File: config.mk
export PLATFORM = sky130hd
export DESIGN_NAME = mpba_ctrl
export DESIGN_NICKNAME = d
export VERILOG_FILES = /design/src/design/mpba_pkg.sv /design/src/design/mpba_ctrl.sv
export SDC_FILE = /design/constraint.sdc
export NUM_CORES = 1
export LEC_CHECK = 0
export BUFFER_PORTS_ARGS = -buffer_cell sky130_fd_sc_hd__buf_4
export CAP_MARGIN = 10
export CORE_AREA = 4 4 41 43
export CTS_CLUSTER_DIAMETER = 30
export DETAILED_ROUTE_END_ITERATION = 6
export DIE_AREA = 0 0 45 47
export GPL_TIMING_DRIVEN = 0
export PLACE_DENSITY = 0.61
export SLEW_MARGIN = 5
export SYNTH_ARGS = -nofsm -noshare
export SYNTH_HDL_FRONTEND = slang
export SYNTH_SLANG_ARGS = --single-unit
File: constraint.sdc
create_clock -name clk -period 1.65 [get_ports clk]
set_clock_uncertainty 0.05 [all_clocks]
set_input_delay 0.2475 -clock clk [delete_from_list [all_inputs] [get_ports clk]]
set_output_delay 0.2475 -clock clk [all_outputs]
set_load 0.1 [all_outputs]
File: src/design/mpba_pkg.sv
// Shared types and constants for the multi-pool bump allocator.
// Holds the beat structs, request and status codes and the
// controller/datapath command and status bundles. No dependencies.
package mpba_pkg;

  // Fixed field widths of the request and result beats
  localparam int POOL_ID_W  = 6;
  localparam int CHUNK_W    = 32;
  localparam int SIZE_W     = 48;
  localparam int IN_ADDR_W  = 48;
  localparam int IN_COUNT_W = 32;
  localparam int OUT_ADDR_W = 48;

  // Divide/multiply loop: one dividend bit per step
  localparam int STEP_W = $clog2(SIZE_W + 1);

  // Request codes
  localparam logic [1:0] REQ_INIT   = 2'd0;
  localparam logic [1:0] REQ_SETCAP = 2'd1;
  localparam logic [1:0] REQ_ALLOC  = 2'd2;

  // Result status codes
  localparam logic [1:0] ST_GRANT  = 2'd0;
  localparam logic [1:0] ST_REFUSE = 2'd1;
  localparam logic [1:0] ST_ACCEPT = 2'd2;

  typedef struct packed {
    logic [1:0]            req_type;
    logic [POOL_ID_W-1:0]  pool_id;
    logic [IN_ADDR_W-1:0]  base_addr;
    logic [CHUNK_W-1:0]    chunk_bytes;
    logic [IN_COUNT_W-1:0] chunk_count;
    logic [SIZE_W-1:0]     alloc_bytes;
  } mpba_in_t;

  typedef struct packed {
    logic [1:0]            status;
    logic [OUT_ADDR_W-1:0] grant_addr;
  } mpba_out_t;

  // What the captured request turns out to be
  typedef enum logic [1:0] {
    KIND_INIT,
    KIND_SETCAP,
    KIND_ALLOC,
    KIND_BAD
  } mpba_kind_t;

  // Which result the datapath loads into the output register
  typedef enum logic [1:0] {
    EMIT_NONE,
    EMIT_GRANT,
    EMIT_REFUSE,
    EMIT_ACCEPT
  } mpba_emit_t;

  typedef struct packed {
    logic       capture;
    logic       clr_wr;
    logic       ram_rd;
    logic       wr_cfg;
    logic       wr_alloc;
    logic       iter_load;
    logic       iter_step;
    mpba_emit_t emit;
  } mpba_cmd_t;

  typedef struct packed {
    mpba_kind_t kind;
    logic       cs_zero;
    logic       clr_last;
    logic       iter_last;
    logic       fits;
  } mpba_sts_t;

endpackage

File: src/design/mpba_ctrl.sv
// Controller of the multi-pool bump allocator: sequences the clearing pass,
// table read, decision, divide/multiply loop and table write-back.
// Depends on mpba_pkg; drives mpba_datapath.
module mpba_ctrl (
  input  logic                clk,
  input  logic                rst_n,
  input  logic                start,
  output logic                busy,
  input  mpba_pkg::mpba_sts_t sts,
  output mpba_pkg::mpba_cmd_t cmd
);
  import mpba_pkg::*;

  typedef enum logic [5:0] {
    S_CLEAR  = 6'b000001,
    S_IDLE   = 6'b000010,
    S_READ   = 6'b000100,
    S_DECIDE = 6'b001000,
    S_ITER   = 6'b010000,
    S_FINISH = 6'b100000
  } mpba_state_t;

  mpba_state_t state_r, state_nxt;

  // Next state and commands
  always_comb begin
    state_nxt = state_r;
    cmd       = '0;
    cmd.emit  = EMIT_NONE;
    case (state_r)
      S_CLEAR: begin
        cmd.clr_wr = 1'b1;
        if (sts.clr_last) begin
          state_nxt = S_IDLE;
        end
      end
      S_IDLE: begin
        if (start) begin
          cmd.capture = 1'b1;
          state_nxt   = S_READ;
        end
      end
      S_READ: begin
        cmd.ram_rd = 1'b1;
        state_nxt  = S_DECIDE;
      end
      S_DECIDE: begin
        state_nxt = S_IDLE;
        case (sts.kind)
          KIND_INIT, KIND_SETCAP: begin
            cmd.wr_cfg = 1'b1;
            cmd.emit   = EMIT_ACCEPT;
          end
          KIND_ALLOC: begin
            if (sts.cs_zero) begin
              cmd.emit = EMIT_REFUSE;
            end else begin
              cmd.iter_load = 1'b1;
              state_nxt     = S_ITER;
            end
          end
          default: begin
            cmd.emit = EMIT_REFUSE;
          end
        endcase
      end
      S_ITER: begin
        cmd.iter_step = 1'b1;
        if (sts.iter_last) begin
          state_nxt = S_FINISH;
        end
      end
      S_FINISH: begin
        state_nxt = S_IDLE;
        if (sts.fits) begin
          cmd.wr_alloc = 1'b1;
          cmd.emit     = EMIT_GRANT;
        end else begin
          cmd.emit = EMIT_REFUSE;
        end
      end
      default: begin
        state_nxt = S_IDLE;
      end
    endcase
  end

  always_ff @(posedge clk) begin
    if (!rst_n) begin
      state_r <= S_CLEAR;
    end else begin
      state_r <= state_nxt;
    end
  end

  assign busy = (state_r != S_IDLE);

endmodule

==> flow_summary.toml <==
[logic_synthesis]
ys_seq_elements = 6
ys_seq_area_share_pct = 33.1
netlist-cell-type-count = 23
syn-num-nets = 54
netlist_instances = 45
yosysWarnings = 0
avgSynthCellArea_um2 = 8.06
netlist_area_um2 = 363

[cts]
cts_tree = "built"
cts-hold-fix-buffers = 0
htree_levels = 1
clock_tree.root_cell = "clkbuf_4"
cts_sinks = 6
insertion_delay_ns = 0.26
clockBufferDepth = 2
path_clk_slew_ns = 0.04
cts_buffers = 3

[floorplanning]
start_util_pct = 27.9
fp.dieW_um = 45
die_area_um2 = 2120
io_pins = 19
die_y_um = 47
num_rows = 13
core_um2 = 1300

[detailed_routing]
viasPerCell = 5.02
drt-initial-drc-count = 3
drc_errors = 0
routed_wl_um = 1250
wl_per_cell_um = 13.9
drt.antenna.violating_nets = 0
num_vias = 452
firstDrtPassIters = 2

[setup_path]
path_cells = "nor4_4 -> nand2_2 -> o22ai_4 -> buf_12"
max_stage_delay_ns = 0.36
r2r_end = "state_r[1]"
endpoint = "cmd[0]"
crit_type = "reg2out"
cp.depth = 4
cp_max_fo = 4
end_kind = "output port"
cp.arrival_ns = 1.52
startpoint = "state_r[0]"
critical_path_buf_inv_count = 1
crit_path_top_delay_cell = "dfxtp_4"
r2r_cells = 6
worst-r2r-setup-slack_ns = 0.07
cp.required_ns = 1.35
r2r_start = "state_r[0]"
start_kind = "flop"
cp_top_family = "simple AND/OR/NAND/NOR gates"

[global_route]
overflow = 0
grt_start_max_net_pins = 7
antenna_found_initial = 0
grt_pass1_wl_um = 2150
grt_pass1_vias = 505
track_usage_pct = 15.2

[finish]
area_growth_pct = 137
mostFrequentLayoutCell = "buf_4"
largest-register = "state_r"
fin_nets = 85
reg_top3 = "state_r x6"
post-route-util_pct = 66.1
layout_common_cells = "buf_4, buf_12, dfxtp_4"
diodes = 0
largest_reg_flops = 6
drive_gt1_share_pct = 72.0

[sta]
finalSetupViolCount = 8
tightest_slew_ns = 0.301
worst_slack_ns = -0.170
hold_violations = 0
slew_violations = 0
max_slew_margin_pct = 79.8
finalCritPeriodShare_pct = 110
post-route-min-period_ns = 1.82
max_clock_freq_mhz = 550
rsz0062_at_grt = "yes"

[power_and_ir_drop]
p_int_uw = 311
power_uw = 469
p_switching_uw = 158
p_comb_share_pct = 34.5
power_density_nw_per_um2 = 545
p_sw_share_pct = 33.8
peakVddDrop_uv = 438
power_frac_seq_pct = 32.7
p_leak_uw = 0.000345
clock_power_share_pct = 32.8

[hold_path]
hold_path_class = "in2reg"

[placed_design]
post-place-ws_ns = -0.123
place.gp.congestion = 0.717
hpwlAfterDp_um = 788
numPortBuffers = 18

[status]
violations = "negative setup slack"
outcome = "finished with violations"

[run]
max_cap_violations = 0
==> kinds of logic (layout without fill, tap and decap cells) <==
logic type / after synthesis / in the layout / synth area share (%)
AOI/OAI and AO/OA: 8 / 8 / 14.1
xor gates and xnor gates: 1 / 1 / 2.41
buffers and inverters: 3 / 33 / 3.10
DFF: 6 / 6 / 33.1
and+or+nand+nor: 27 / 27 / 47.2
==> power groups by stage <==
stage / Sequential (uW) / Clock, uW / Combinational [uW]
final: 153 / 154 / 162
after global routing: 154 / 173 / 171
after CTS: 154 / 161 / 148
after detailed placement: 165 / 0 / 109
after global placement: 165 / 0 / 109
after floorplan: 163 / 0 / 76.4
==> layout make-up <==
type	instances	area, um^2
Tap cell	15	18.8
Clock buffer	4	26.3
Sequential cell	6	143
Multi-Input combinational cell	36	342
Inverter	3	11.3
Fill cell	107	442
Timing Repair Buffer	26	319
==> metal layers <==
| metal | routed length, um | global-route usage [%] | up-vias |
|---|---|---|---|
| met4 | 38 | 10.5 | 0 |
| met1 | 490 | 15.7 | 207 |
| li1 | - | - | 221 |
| met5 | 0 | 0 | - |
| met3 | 88 | 6.13 | 4 |
| met2 | 635 | 25.1 | 20 |
==> what timing repair did <==
| action | 4_1_cts | 5_1_grt |
|---|---|---|
| buffers inserted | 7 | 1 |
| endpoints found under the setup margin | 10 | 10 |
| resized for setup | 42 | 7 |
| pin swaps | 10 | 2 |
==> through the flow <==
| stage | hold slack [ns] | area [um^2] | setup TNS (ns) | std cells |
|---|---|---|---|---|
| 5_1_grt | 0.149 | 860 | -1.65 | 90 |
| 2_1_floorplan | 0.282 | 447 | -0.599 | 45 |
| 4_1_cts | 0.143 | 826 | -0.832 | 89 |
| 3_5_place_dp | 0.408 | 601 | -0.224 | 78 |
| 6_report | 0.144 | 860 | -0.938 | 90 |
| 3_3_place_gp | 0.414 | 601 | -0.255 | 78 |
==> how the worst min path moves through the flow <==
| stage | start | end | slack [ns] | cells after the start |
|---|---|---|---|---|
| after floorplan | rst_n | state_r[0] | 0.28 | 1 |
| after global placement | sts[2] | state_r[0] | 0.41 | 2 |
| after detailed placement | sts[2] | state_r[0] | 0.41 | 2 |
| after CTS | sts[2] | state_r[0] | 0.14 | 2 |
| after global routing | sts[2] | state_r[0] | 0.15 | 2 |
| final | sts[2] | state_r[0] | 0.14 | 2 |
==> synthesized netlist by cell type <==
master    instances  area share, %
o22ai_1           1            1.7
and2b_1           1            2.1
nand3b_1          2            4.1
and3_1            1            1.7
nor4_1            1            1.7
nand4b_1          1            2.4
a311oi_1          1            2.4
nand2_1           4            4.1
inv_1             3            3.1
and2_1            2            3.4
nor2_1            8            8.3
nor4_4            1            5.9
dfxtp_1           6             33
nand3_1           2            2.8
nor3b_2           1            3.4
nor3b_1           1            2.1
o21ai_2           1            2.4
nor2b_1           1            1.7
o21ai_0           3            4.1
and3b_4           1            3.4
o21ai_1           1            1.4
o21a_1            1            2.1
xor2_1            1            2.4
==> worst register-to-register path, cell delays in order (launching register included) <==
cell and delay [ns]:
dfxtp_4 0.36, nor4_4 0.36, buf_4 0.17, and3b_4 0.21
buf_4 0.11, and2b_1 0.15, a311oi_1 0.05
(Power assumes the default switching activity.)
